==> config.mk <==
export PLATFORM = sky130hd
export DESIGN_NAME = lenient_utf8_decoder
export DESIGN_NICKNAME = d
export VERILOG_FILES = /design/src/hw/rtl/lutf8_pkg.sv /design/src/hw/rtl/lenient_utf8_decoder.sv /design/src/hw/rtl/lutf8_front.sv /design/src/hw/rtl/lutf8_queue.sv /design/src/hw/rtl/lutf8_back.sv
export VERILOG_INCLUDE_DIRS = /design/src /design/src/hw/rtl
export SDC_FILE = /design/constraint.sdc
export NUM_CORES = 1
export LEC_CHECK = 0
export BUFFER_PORTS_ARGS = -buffer_cell sky130_fd_sc_hd__buf_4
export CORE_AREA = 2 2 165 167
export DETAILED_ROUTE_END_ITERATION = 12
export DIE_AREA = 0 0 167 169
export MAX_ROUTING_LAYER = met4
export PLACE_DENSITY_LB_ADDON = 0.3
export SYNTH_ARGS = -nofsm -noshare
export SYNTH_HDL_FRONTEND = slang
export SYNTH_SLANG_ARGS = --single-unit
==> constraint.sdc <==
create_clock -name clk -period 5.85 [get_ports clk]
set_input_delay 1.17 -clock clk [delete_from_list [all_inputs] [get_ports clk]]
set_output_delay 1.17 -clock clk [all_outputs]
set_load 0.02 [all_outputs]
==> src/hw/rtl/lenient_utf8_decoder_assert.svh <==
// Assertion macros for the lenient UTF-8 decoder.
// Included by RTL modules that carry concurrent checks; depends on nothing.
`ifndef LENIENT_UTF8_DECODER_ASSERT_SVH
`define LENIENT_UTF8_DECODER_ASSERT_SVH
`ifndef ASSERT_OFF
`define LUTF8_ASSERT(lbl, clk, rst, prop) \
  lbl: assert property (@(posedge clk) disable iff (rst) (prop)) \
    else $error("lutf8 check failed");
`define LUTF8_ASSERT_ALWAYS(lbl, clk, prop) \
  lbl: assert property (@(posedge clk) (prop)) \
    else $error("lutf8 check failed");
`else
`define LUTF8_ASSERT(lbl, clk, rst, prop)
`define LUTF8_ASSERT_ALWAYS(lbl, clk, prop)
`endif
`endif

==> src/hw/rtl/lutf8_pkg.sv <==
// Shared types, constants and the lead-byte classifier of the UTF-8 decoder.
// Used by the front end, the command queue, the back end and the top level.
`default_nettype none
package lutf8_pkg;

  localparam int QUEUE_DEPTH_DEF = 4;
  localparam int CP_W            = 21;

  typedef struct packed {
    logic [7:0] data_byte;
    logic       final_byte;
  } in_t;

  typedef struct packed {
    logic [CP_W-1:0] code_point;
    logic            passed_raw;
    logic            end_of_text;
  } res_t;

  typedef struct packed {
    logic [1:0]      flush_cnt;
    logic [2:0][7:0] held;
    logic            tail_valid;
    res_t            tail;
  } cmd_t;

  typedef struct packed {
    logic full;
    logic empty;
  } q_stat_t;

  localparam logic [2:0] LEN_BAD = 3'd0;
  localparam logic [2:0] LEN_1   = 3'd1;
  localparam logic [2:0] LEN_2   = 3'd2;
  localparam logic [2:0] LEN_3   = 3'd3;
  localparam logic [2:0] LEN_4   = 3'd4;

  function automatic logic [2:0] seq_length(input logic [7:0] b);
    logic [2:0] len;
    if (b[7] == 1'b0) len = LEN_1;
    else if ((b & 8'he0) == 8'hc0) len = LEN_2;
    else if ((b & 8'hf0) == 8'he0) len = LEN_3;
    else if ((b & 8'hf8) == 8'hf0) len = LEN_4;
    else len = LEN_BAD;
    return len;
  endfunction

endpackage
`default_nettype wire

==> src/hw/rtl/lenient_utf8_decoder.sv <==
// Top level of the lenient UTF-8 decoder: front end, command queue, back end.
// Depends on lutf8_pkg, lutf8_front, lutf8_queue and lutf8_back.
//
//   channel  | direction | payload         | handshake
//   byte     | in        | lutf8_pkg::in_t  | byte_valid / byte_stall
//   code     | out       | lutf8_pkg::res_t | code_valid / code_stall
//
// One byte is taken per cycle while byte_stall is low. A byte that completes a sequence or is plain
// ASCII leaves one result; a broken or flushed sequence leaves up to four,
// played out by the back end at one result per cycle from the command queue while code_stall is low.
// byte_stall is high while the QUEUE_DEPTH-entry queue is full.
// Reset is synchronous and clears the held count, the queue and the output.
// code_stall holds the output register; the front end keeps accepting until the queue is full.
`default_nettype none
module lenient_utf8_decoder #(
  parameter int QUEUE_DEPTH = lutf8_pkg::QUEUE_DEPTH_DEF
) (
  input  wire logic              clk,
  input  wire logic              rst,
  input  wire logic              byte_valid,
  output logic                   byte_stall,
  input  wire lutf8_pkg::in_t    byte_beat,
  output logic                   code_valid,
  input  wire logic              code_stall,
  output lutf8_pkg::res_t        code_beat
);

  logic               accept;
  logic               push;
  logic               pop;
  lutf8_pkg::cmd_t    cmd;
  lutf8_pkg::cmd_t    head;
  lutf8_pkg::q_stat_t stat;

  assign byte_stall = stat.full;
  assign accept     = byte_valid && !byte_stall;

  lutf8_front u_front (
    .clk    (clk),
    .rst    (rst),
    .accept (accept),
    .beat   (byte_beat),
    .push   (push),
    .cmd    (cmd)
  );

  lutf8_queue #(
    .DEPTH (QUEUE_DEPTH)
  ) u_queue (
    .clk      (clk),
    .rst      (rst),
    .push     (push),
    .push_cmd (cmd),
    .pop      (pop),
    .head     (head),
    .stat     (stat)
  );

  lutf8_back u_back (
    .clk        (clk),
    .rst        (rst),
    .head       (head),
    .stat       (stat),
    .pop        (pop),
    .code_valid (code_valid),
    .code_stall (code_stall),
    .code_beat  (code_beat)
  );

endmodule
`default_nettype wire

==> src/hw/rtl/lutf8_front.sv <==
// Front end: holds the unfinished sequence and turns bytes into commands.
// Depends on lutf8_pkg.
`default_nettype none
module lutf8_front (
  input  wire logic              clk,
  input  wire logic              rst,
  input  wire logic              accept,
  input  wire lutf8_pkg::in_t    beat,
  output logic                   push,
  output lutf8_pkg::cmd_t        cmd
);

  logic [2:0][7:0] pend;
  logic [1:0]      count;
  logic [1:0]      count_next;
  logic            wr_en;
  logic [1:0]      wr_idx;
  logic [2:0]      lead_len;
  logic [2:0]      byte_len;
  logic            is_cont;
  logic [7:0]      b;
  logic            fin;
  logic            emit;

  always_comb begin
    b        = beat.data_byte;
    fin      = beat.final_byte;
    lead_len = lutf8_pkg::seq_length(pend[0]);
    byte_len = lutf8_pkg::seq_length(b);
    is_cont  = (b[7:6] == 2'b10);

    cmd                  = '0;
    cmd.held             = pend;
    cmd.tail.end_of_text = fin;
    count_next           = count;
    wr_en                = 1'b0;
    wr_idx               = count;
    emit                 = 1'b0;

    if (count != 2'd0 && is_cont) begin
      if (({1'b0, count} + 3'd1) == lead_len) begin
        cmd.tail_valid      = 1'b1;
        cmd.tail.passed_raw = 1'b0;
        unique case (lead_len)
          lutf8_pkg::LEN_2:
            cmd.tail.code_point = {10'd0, pend[0][4:0], b[5:0]};
          lutf8_pkg::LEN_3:
            cmd.tail.code_point = {5'd0, pend[0][3:0], pend[1][5:0], b[5:0]};
          default:
            cmd.tail.code_point = {pend[0][2:0], pend[1][5:0], pend[2][5:0], b[5:0]};
        endcase
        emit       = 1'b1;
        count_next = 2'd0;
      end else if (fin) begin
        cmd.flush_cnt       = count;
        cmd.tail_valid      = 1'b1;
        cmd.tail.passed_raw = 1'b1;
        cmd.tail.code_point = {13'd0, b};
        emit                = 1'b1;
        count_next          = 2'd0;
      end else begin
        wr_en      = 1'b1;
        count_next = count + 2'd1;
      end
    end else begin
      cmd.flush_cnt       = count;
      cmd.tail.code_point = {13'd0, b};
      count_next          = 2'd0;
      unique case (byte_len)
        lutf8_pkg::LEN_1: begin
          cmd.tail_valid      = 1'b1;
          cmd.tail.passed_raw = 1'b0;
        end
        lutf8_pkg::LEN_BAD: begin
          cmd.tail_valid      = 1'b1;
          cmd.tail.passed_raw = 1'b1;
        end
        default: begin
          if (fin) begin
            cmd.tail_valid      = 1'b1;
            cmd.tail.passed_raw = 1'b1;
          end else begin
            wr_en      = 1'b1;
            wr_idx     = 2'd0;
            count_next = 2'd1;
          end
        end
      endcase
      emit = cmd.tail_valid || (count != 2'd0);
    end

    push = accept && emit;
  end

  always_ff @(posedge clk) begin
    if (rst) begin
      count <= 2'd0;
    end else if (accept) begin
      count <= count_next;
    end
  end

  always_ff @(posedge clk) begin
    if (accept && wr_en) begin
      pend[wr_idx] <= b;
    end
  end

endmodule
`default_nettype wire

==> src/hw/rtl/lutf8_queue.sv <==
// Command queue between the front end and the back end.
// Depends on lutf8_pkg.
`default_nettype none
module lutf8_queue #(
  parameter int DEPTH = lutf8_pkg::QUEUE_DEPTH_DEF
) (
  input  wire logic              clk,
  input  wire logic              rst,
  input  wire logic              push,
  input  wire lutf8_pkg::cmd_t   push_cmd,
  input  wire logic              pop,
  output lutf8_pkg::cmd_t        head,
  output lutf8_pkg::q_stat_t     stat
);

  localparam int PW = (DEPTH > 1) ? $clog2(DEPTH) : 1;
  localparam int CW = $clog2(DEPTH + 1);
  localparam logic [PW-1:0] LAST_PTR = PW'(DEPTH - 1);
  localparam logic [CW-1:0] FULL_CNT = CW'(DEPTH);

  lutf8_pkg::cmd_t entries [DEPTH];
  logic [PW-1:0]   wr_ptr;
  logic [PW-1:0]   rd_ptr;
  logic [CW-1:0]   count;

  assign head       = entries[rd_ptr];
  assign stat.full  = (count == FULL_CNT);
  assign stat.empty = (count == '0);

  always_ff @(posedge clk) begin
    if (rst) begin
      wr_ptr <= '0;
      rd_ptr <= '0;
      count  <= '0;
    end else begin
      if (push) begin
        wr_ptr <= (wr_ptr == LAST_PTR) ? '0 : wr_ptr + PW'(1);
      end
      if (pop) begin
        rd_ptr <= (rd_ptr == LAST_PTR) ? '0 : rd_ptr + PW'(1);
      end
      if (push && !pop) begin
        count <= count + CW'(1);
      end else if (pop && !push) begin
        count <= count - CW'(1);
      end
    end
  end

  always_ff @(posedge clk) begin
    if (push) begin
      entries[wr_ptr] <= push_cmd;
    end
  end

endmodule
`default_nettype wire

==> src/hw/rtl/lutf8_back.sv <==
// Back end: plays out each command as raw flush beats and, if valid, a tail beat.
// Depends on lutf8_pkg and the assertion macro header.
`default_nettype none
`include "lenient_utf8_decoder_assert.svh"
module lutf8_back (
  input  wire logic              clk,
  input  wire logic              rst,
  input  wire lutf8_pkg::cmd_t   head,
  input  wire lutf8_pkg::q_stat_t stat,
  output logic                   pop,
  output logic                   code_valid,
  input  wire logic              code_stall,
  output lutf8_pkg::res_t        code_beat
);

  logic [1:0]      idx;
  logic [2:0]      total;
  logic            last;
  logic            load;
  logic            take;
  lutf8_pkg::res_t cur;

  always_comb begin
    total = {1'b0, head.flush_cnt} + {2'b00, head.tail_valid};
    last  = (({1'b0, idx} + 3'd1) == total);
    load  = !code_valid || !code_stall;
    take  = load && !stat.empty;
    pop   = take && last;
    if (idx < head.flush_cnt) begin
      cur.code_point  = {13'd0, head.held[idx]};
      cur.passed_raw  = 1'b1;
      cur.end_of_text = 1'b0;
    end else begin
      cur = head.tail;
    end
  end

  always_ff @(posedge clk) begin
    if (rst) begin
      code_valid <= 1'b0;
      idx        <= 2'd0;
    end else begin
      if (load) begin
        code_valid <= !stat.empty;
      end
      if (take) begin
        idx <= last ? 2'd0 : idx + 2'd1;
      end
    end
  end

  always_ff @(posedge clk) begin
    if (take) begin
      code_beat <= cur;
    end
  end

  `LUTF8_ASSERT(a_pop_not_empty, clk, rst, pop |-> !stat.empty)
  `LUTF8_ASSERT(a_end_is_last, clk, rst, (take && cur.end_of_text) |-> pop)
  `LUTF8_ASSERT(a_raw_is_byte, clk, rst,
                (code_valid && code_beat.passed_raw) |-> (code_beat.code_point[20:8] == 13'd0))
  `LUTF8_ASSERT(a_idx_in_range, clk, rst, !stat.empty |-> ({1'b0, idx} < total))

endmodule
`default_nettype wire
== Word-level counts from Yosys, hierarchy flattened ==
Memory sizes are Yosys's and may differ from the RTL's. A register that Yosys moved wholly into a read port is not among the register bits.
Cells that the tools add are included.

* Input port bits: 13
* Memories: 1
* Output and inout port bits: 25
* Register bits after elaboration: 59
* Bits in writable memories: 200

{| class="wikitable"
|+ Memories
! name !! depth !! bits a word !! read ports !! clocked after Yosys merged registers in !! write ports !! RTL line !! text
|-
| u_queue.entries || 4 || 50 || 1 || 1 || 1 || lutf8_queue.sv:21 || <nowiki>lutf8_pkg::cmd_t entries [DEPTH];</nowiki>
|}

* Mux-type cells: 47
* $lt $le $gt $ge: 4
* Eq/ne operators: 15
* $add $sub $neg: 9
* Reductions and logical operators: 22

{| class="wikitable"
|+ Operators with widths
! cell !! number
|-
| $mux W23 || 3
|-
| $pmux W21 S2 || 1
|-
| $mux W3 || 10
|-
| $mux W2 || 14
|-
| $bwmux W24 || 1
|-
| $bmux W8 S2 || 1
|-
| $demux W8 S2 || 1
|-
| $mux W8 || 2
|-
| $mux W1 || 12
|-
| $eq A5 B5 Y1 const B || 2
|-
| $mux W10 || 1
|-
| $eq A3 B3 Y1 const B || 3
|-
| $logic_and A1 B1 Y1 || 9
|-
| $add A2 B1 Y2 const B || 4
|-
| $eq A4 B4 Y1 const B || 2
|-
| $add A2 B1 Y3 const B || 2
|-
| $eq A2 B2 Y1 const B || 3
|-
| $eq A3 B2 Y1 const B || 2
|-
| $eq A3 B3 Y1 || 2
|-
| $logic_not A1 Y1 || 6
|-
| $logic_not A3 Y1 || 2
|-
| $lt A2 B3 Y1 const B || 2
|-
| $reduce_bool A2 Y1 || 2
|-
| $add A2 B1 Y3 || 1
|-
| 8 further kinds || 9
|}

== Depth between registers and ports, before layout ==
Gate-level depths: netlist of run 1.

* Depth after elaboration: 16
* Depth in mapped cells: 16
* Gate-level depth less buffers: 13

== By module ==
Synthesis of run 1 repeated with hierarchy kept, for this count alone.

* Cell total of the unflattened synthesis: 539
* Area total of the unflattened synthesis: 10501.3 um^2

{| class="wikitable"
|+ Modules (own cells, without submodules)
! module !! cells an instance !! area an instance (um^2) !! instances
|-
| lutf8_queue || 306 || 7712.4 || 1
|-
| lutf8_front || 139 || 1448.9 || 1
|-
| lutf8_back || 93 || 1326.3 || 1
|-
| lenient_utf8_decoder || 1 || 13.8 || 1
|}

== Worst setup path before layout of run 1 ==
Ideal clock, no wire load.

* Path type: reg2reg
* From: reg u_front.count[0]
* To: mem u_queue.entries[0][0] (netlist bit), enable pin
* Path buffers: 2
* Stages on the path, launching flop included: 10
* Path slack: 2.038 ns
* Library setup time: 0.413 ns
* Data arrival time: 3.399 ns
* Path through: dfxtp_1 > buf_2 > inv_1 > ha_1 > nor2b_1 > a2111o_1 > a211oi_4 > or2_4 > buf_6 > and3_1

* Cells in the longest elaborated chain, start to end: 7

{| class="wikitable"
|+ RTL lines
! item !! RTL line !! text
|-
| start: declaration || lutf8_front.sv:14 || <nowiki>logic [1:0] count;</nowiki>
|-
| start signal: assignment || lutf8_front.sv:99 || <nowiki>count <= count_next;</nowiki>
|-
| $add A2 B1 Y3 || lutf8_front.sv:41 || <nowiki>if (({1'b0, count} + 3'd1) == lead_len) begin</nowiki>
|-
| $eq A3 B3 Y1 || lutf8_front.sv:41 ||
|-
| $mux W1 || lutf8_front.sv:41 ||
|-
| $mux W1 (*) || lutf8_front.sv:40 || <nowiki>if (count != 2'd0 && is_cont) begin</nowiki>
|-
| $logic_and A1 B1 Y1 (*) || lutf8_front.sv:92 || <nowiki>push = accept && emit;</nowiki>
|-
| $mux W1 (*) || lutf8_queue.sv:51 || <nowiki>if (push) begin</nowiki>
|-
| $mux W1 (not written as such) (*) || lutf8_queue.sv:52 || <nowiki>entries[wr_ptr] <= push_cmd;</nowiki>
|-
| end: declaration || lutf8_queue.sv:21 ||
|}

Mark *: on every way between the ends. The rest lies on a longest branch, timed or not.

== Worst setup path in the final report of run 1 ==
* From: reg u_front.count[0]
* To: mem u_queue.entries[3][41] (netlist bit), enable pin

Same word-level chain as after synthesis.

==> impl_metrics.ini, run 1 <==
[status]
outcome = completed

[critical_path]
cp_top_family = simple AND/OR/NAND/NOR gates
crit_end = u_queue.entries[3][41]
path_buf_inv = 2
crit_path_top_delay_cell = and3_2
cp-start-kind = flop
required_ns = 6.04
crit_path_end_kind = flop
cp.depth = 8
path_cells = inv_1 -> ha_1 -> nor2b_1 -> a2111o_1 -> a211oi_4 -> or2_4 -> and3_2 -> buf_4
worst_path_largest_cell_delay_ns = 0.83
reg2reg_to = u_queue.entries[3][41]
r2r-start = u_front.count[0]
cp.arrival_ns = 4.22
critical_path_class = flop to flop
worst-r2r-cell-count = 8
worstPathMaxFanout = 31
r2r_slack_ns = 1.82
cp-startpoint = u_front.count[0]

[detailed_routing]
drt-total-wl_um = 20200
wl_per_cell_um = 20.6
drtAntennaViolNets = 0
drc_errors = 0
vias_per_cell = 5.30
first_iter_violations = 359
first_pass_iters = 5
num_vias = 5193

[yosys]
synth_fp_nets = 600
yosysTopAreaCellShare_pct = 70.7
syn_area_mm2 = 0.0105
yosysUniqueCellTypes = 51
ys_dominant_reg_cell = edfxtp_1
seq_area_frac_synth_pct = 73.3
ys_seq_elements = 261
syn_inst = 574
yosys-top-cells-area = edfxtp_1 71%, mux4_2 11%, dfxtp_1 2.7%
yosysTopAreaCell = edfxtp_1
async_flop_share_pct = 0
synth-edff-count = 247
syn_avg_cell_area_um2 = 18.3
ys_warn_count = 0
synth_common_cells = 247 x edfxtp_1, 50 x mux4_2, 33 x nor2_1
synth.most_common_cell = edfxtp_1

[finish]
fin_cells = 979
final_area_mm2 = 0.0119
drive_gt1_share_pct = 24.0
diodes = 0
syn_to_final_growth_pct = 13.8
num-nets-final = 646

[power_and_ir_drop]
combPwrFrac_pct = 21.5
powerDensity_mw_per_mm2 = 436
clockPowerShare_pct = 29.6
p_seq_share_pct = 48.9
switching_share_pct = 27.7
leakagePower_nw = 3.91
p_switching_mw = 1.44
ir_drop_uv = 236
p_int_mw = 3.77

[clock_network]
tritoncts = built
cts_setup_buffers = 0
clk-insertion-delay-late_ns = 0.52
path_clk_slew_ns = 0.06
cts_root_buf = clkbuf_16
h-tree-depth = 1
cts_buffer_depth = 3
cts_inserted_buffers = 27
clkSinkCount = 261
hold_buffers = 0
cts_resized = 0

[floorplanning]
core_area_mm2 = 0.0265
die_w_um = 167
dieArea_mm2 = 0.0282
die_h_um = 169
row_count = 60
io_pins = 38
start_util_pct = 39.6

[sta]
layout_setup_ws_ns = 1.82
fin_crit_ns = 4.03
setup_tns_ns = 0
whs_ns = 0.474
timing.fmax_mhz = 248
clock_skew_ns = 0.0124
maxSlewHeadroom_pct = 23.5
grt_setup_unrepaired = false
fin_crit_sh_pct = 68.9
tightest_slew_ns = 1.13
slew_violations = 0
setup_violations = 0
final_hold_viol_count = 0

[placed_design]
dp_hpwl_um = 13000
dp_slack_ns = 1.85
place_area_mm2 = 0.0111
gp_congestion = 0.821
io_buffers = 37
dp_cells = 932

[grt]
grt_pass1_wl_um = 32000
grt_use_total_pct = 15.1
antenna_found_initial = 0
grt_overflow_total = 0
grt_pass1_vias = 5504
grt_max_degree = 40

[min_path]
hold_depth = 2
min_from = u_back.code_valid
min_path_type = flop to flop

[run]
cap_violations = 0
[flip-flops by register name (all words and copies together) (netlist names), named ones only]
signal / count
u_back.code_beat: 23
u_back.code_valid: 1
u_back.idx: 2
u_front.cmd: 24
u_front.count: 2
u_queue.count: 3
u_queue.entries: 200
u_queue.rd_ptr: 2
u_queue.wr_ptr: 2
[metal layers]
metal  wire [µm]  up-vias  global-route usage (%)
met5           0        -                       -
met4         488        0                    4.20
met3         972       38                    2.38
met2       10200      121                    25.2
met1        8460     2669                    19.4
li1            -     2365                       -
[per-stage QoR]
step / util [%] / total power, mW
floorplan: - / 3.32
global placement: 42.0 / 3.70
detailed placement: 42.0 / 3.74
CTS: 45.1 / 5.28
global route: 45.1 / 5.47
finish: 45.1 / 5.21
[power groups by stage]
stage | logic [mW] | clock network, mW | registers (mW)
finish | 1.12 | 1.54 | 2.55
global route | 1.23 | 1.66 | 2.58
floorplan | 0.665 | 0 | 2.65
CTS | 1.15 | 1.58 | 2.55
detailed placement | 1.15 | 0 | 2.59
global placement | 1.12 | 0 | 2.58
[worst min-delay path by stage]
stage,to,slack [ns]
6_report,u_back.code_valid,0.47
5_1_grt,u_back.code_valid,0.51
4_1_cts,u_back.code_valid,0.48
2_1_floorplan,u_queue.entries[0][38],0.46
3_5_place_dp,u_back.code_valid,0.47
3_3_place_gp,u_back.code_valid,0.46
[cell type report]
cell class,instances,area (µm²)
Inverter,11,41.3
Sequential cell,261,7700
Clock buffer,39,761
Clock inverter,8,40.0
Timing Repair Buffer,44,330
Multi-Input combinational cell,275,2640
Fill cell,2282,14600
Tap cell,341,427
[tightest hold or removal path: stages, from the launching register on]
cell and delay [ns]:
dfxtp_1 0.32, nand2_1 0.06, a21oi_1 0.05
[cells by family (layout without fill, tap and decap cells)]
family	Yosys count	after routing	synth area share (%)
XOR/XNOR	5	5	0.417
adder cells (fa/ha/maj)	13	13	1.62
buffers and inverters	38	102	1.59
AND/OR/NAND/NOR	128	128	6.64
AO/OA/AOI/OAI	67	67	4.54
flip-flops	261	261	73.3
multiplexers	62	62	11.9
[cell usage in the layout (no fill, tap or decap), types with 3 or more instances in the layout]
cell type  count
o31ai_1        4
nor3_1         5
clkinv_1       3
nor2_1        33
buf_4         44
and3b_1        3
and3_2         4
and2_1        15
clkbuf_8       4
nand3_1        5
mux2i_1       12
a31oi_1        3
dfxtp_1       12
nor2b_1       22
xor2_1         3
mux4_2        50
clkinv_2       4
a21oi_1       26
nand2_1       21
o21ai_0        8
nand2b_1       6
ha_1          12
clkbuf_1       8
inv_1         11
edfxtp_1     247
a22oi_1        5
nor4_2         3
clkbuf_16     27
(Power assumes the default switching activity.)
==> run 2: changes to the inputs <==
==> constraint.sdc (replaced) <==
create_clock -name clk -period 3.4 [get_ports clk]
set_input_delay 0.68 -clock clk [delete_from_list [all_inputs] [get_ports clk]]
set_output_delay 0.68 -clock clk [all_outputs]
set_load 0.02 [all_outputs]
==> impl_metrics.ini, run 2 (same netlist as run 1, synthesis figures left out) <==
[status]
outcome = completed

[critical_path]
r2r_slack_ns = 0.26
cp.arrival_ns = 3.59
required_ns = 3.85
critical_path_class = flop to flop
crit_path_end_kind = flop
cp-start-kind = flop
worstPathMaxFanout = 6

[grt]
grt_use_total_pct = 15.4
antenna_found_initial = 0
grt_pass1_wl_um = 32100
grt_overflow_total = 0
grt_pass1_vias = 5583
grt_max_degree = 51

[placed_design]
io_buffers = 37
dp_hpwl_um = 12400
dp_slack_ns = 0.201
gp_congestion = 0.827
dp_cells = 947

[clock_network]
tritoncts = built
clkSinkCount = 261
cts_buffer_depth = 3
hold_buffers = 0
cts_inserted_buffers = 27
clk-insertion-delay-late_ns = 0.52
cts_setup_buffers = 0
cts_root_buf = clkbuf_16
h-tree-depth = 1
path_clk_slew_ns = 0.06

[sta]
slew_violations = 0
layout_setup_ws_ns = 0.265
grt_setup_unrepaired = false
final_hold_viol_count = 0
fin_crit_ns = 3.14
timing.fmax_mhz = 319
tightest_slew_ns = 0.985
maxSlewHeadroom_pct = 34.3
clock_skew_ns = 0.00585
fin_crit_sh_pct = 92.2
whs_ns = 0.392
setup_tns_ns = 0
setup_violations = 0

[detailed_routing]
wl_per_cell_um = 20.8
drt-total-wl_um = 20700
first_iter_violations = 447
first_pass_iters = 5
num_vias = 5318
vias_per_cell = 5.34
drc_errors = 0
drtAntennaViolNets = 0

[floorplanning]
start_util_pct = 39.6
row_count = 60
io_pins = 38
dieArea_mm2 = 0.0282
die_h_um = 169
core_area_mm2 = 0.0265
die_w_um = 167

[finish]
drive_gt1_share_pct = 26.3
largest_register_ffs = 200
multi_input_area_mm2 = 0.00266
num-nets-final = 661
regMostFlops = u_queue.entries
seq_area_mm2 = 0.00770
fillers = 2249
final_cell_mix = 247 x edfxtp_1, 55 x buf_4, 50 x mux4_2
syn_to_final_growth_pct = 15.2
diodes = 0
final_common_cell = edfxtp_1
fin_cells = 996

[run]
cap_violations = 0

[power_and_ir_drop]
powerDensity_mw_per_mm2 = 743
ir_drop_uv = 536
leakagePower_nw = 3.99

[min_path]
min_path_type = input port to flop
run 2: changes by cell type in the layout (fill, tap and decap cells not counted), moves of 2 or more:
cell / change
buf_4: +11
clkinv_2: +6
buf_12: +4
clkbuf_8: -4
clkbuf_1: -2
clkinv_1: +2
run 2: where the power goes:
group	internal, mW	switching, mW	total [mW]
Clock	1.45	1.13	2.59
Combinational	0.823	1.26	2.08
Sequential	4.17	0.144	4.32
Total	6.45	2.54	8.99
run 2: timing repair:
item / CTS / global route
endpoints found under the setup margin: 0 / 1
hold endpoints to repair: 0 / 0
resized for setup: 0 / 1
run 2: final timing paths:
| path | cells past startpoint | from | endpoint |
|---|---|---|---|
| max | 13 | u_front.count[1] | u_queue.count[2] |
| min | 1 | byte_beat[5] | u_front.cmd[28] |
| max reg2reg | 13 | u_front.count[1] | u_queue.count[2] |
| min reg2reg | 2 | u_back.code_valid | u_back.code_valid |
run 2: cell type report:
type,count,share of cell area (%)
clock inverter,16,0.631
tap,341,3.53
multi-input combinational,275,22.0
inverter,11,0.341
clock buffer,33,5.77
timing repair buffer,59,4.08
sequential,261,63.7
run 2: stage by stage:
step           util, %  cell area (µm²)  power, mW
6_report          45.6            12100       8.99
5_1_grt           45.6            12100       9.44
4_1_cts           45.6            12100       9.11
3_5_place_dp      42.7            11300       6.53
3_3_place_gp      42.7            11300       6.46
2_1_floorplan        -            10500       5.71
run 2: per-layer routing:
metal	wire length (µm)	track usage, %
met3	1060	2.34
met1	8860	19.8
met5	0	-
met2	10300	25.6
met4	514	4.24
run 2: worst max-delay path, cell delays in order (launching register included):
cell and delay, ns:
dfxtp_2 0.39, inv_1 0.11, ha_4 0.25, nor2b_1 0.13, a2111o_1 0.44, a211oi_4 0.24
or2_4 0.16, and2_1 0.11, ha_1 0.19, inv_1 0.07, fa_1 0.38, xor2_1 0.16
or3_1 0.31, a21oi_1 0.15
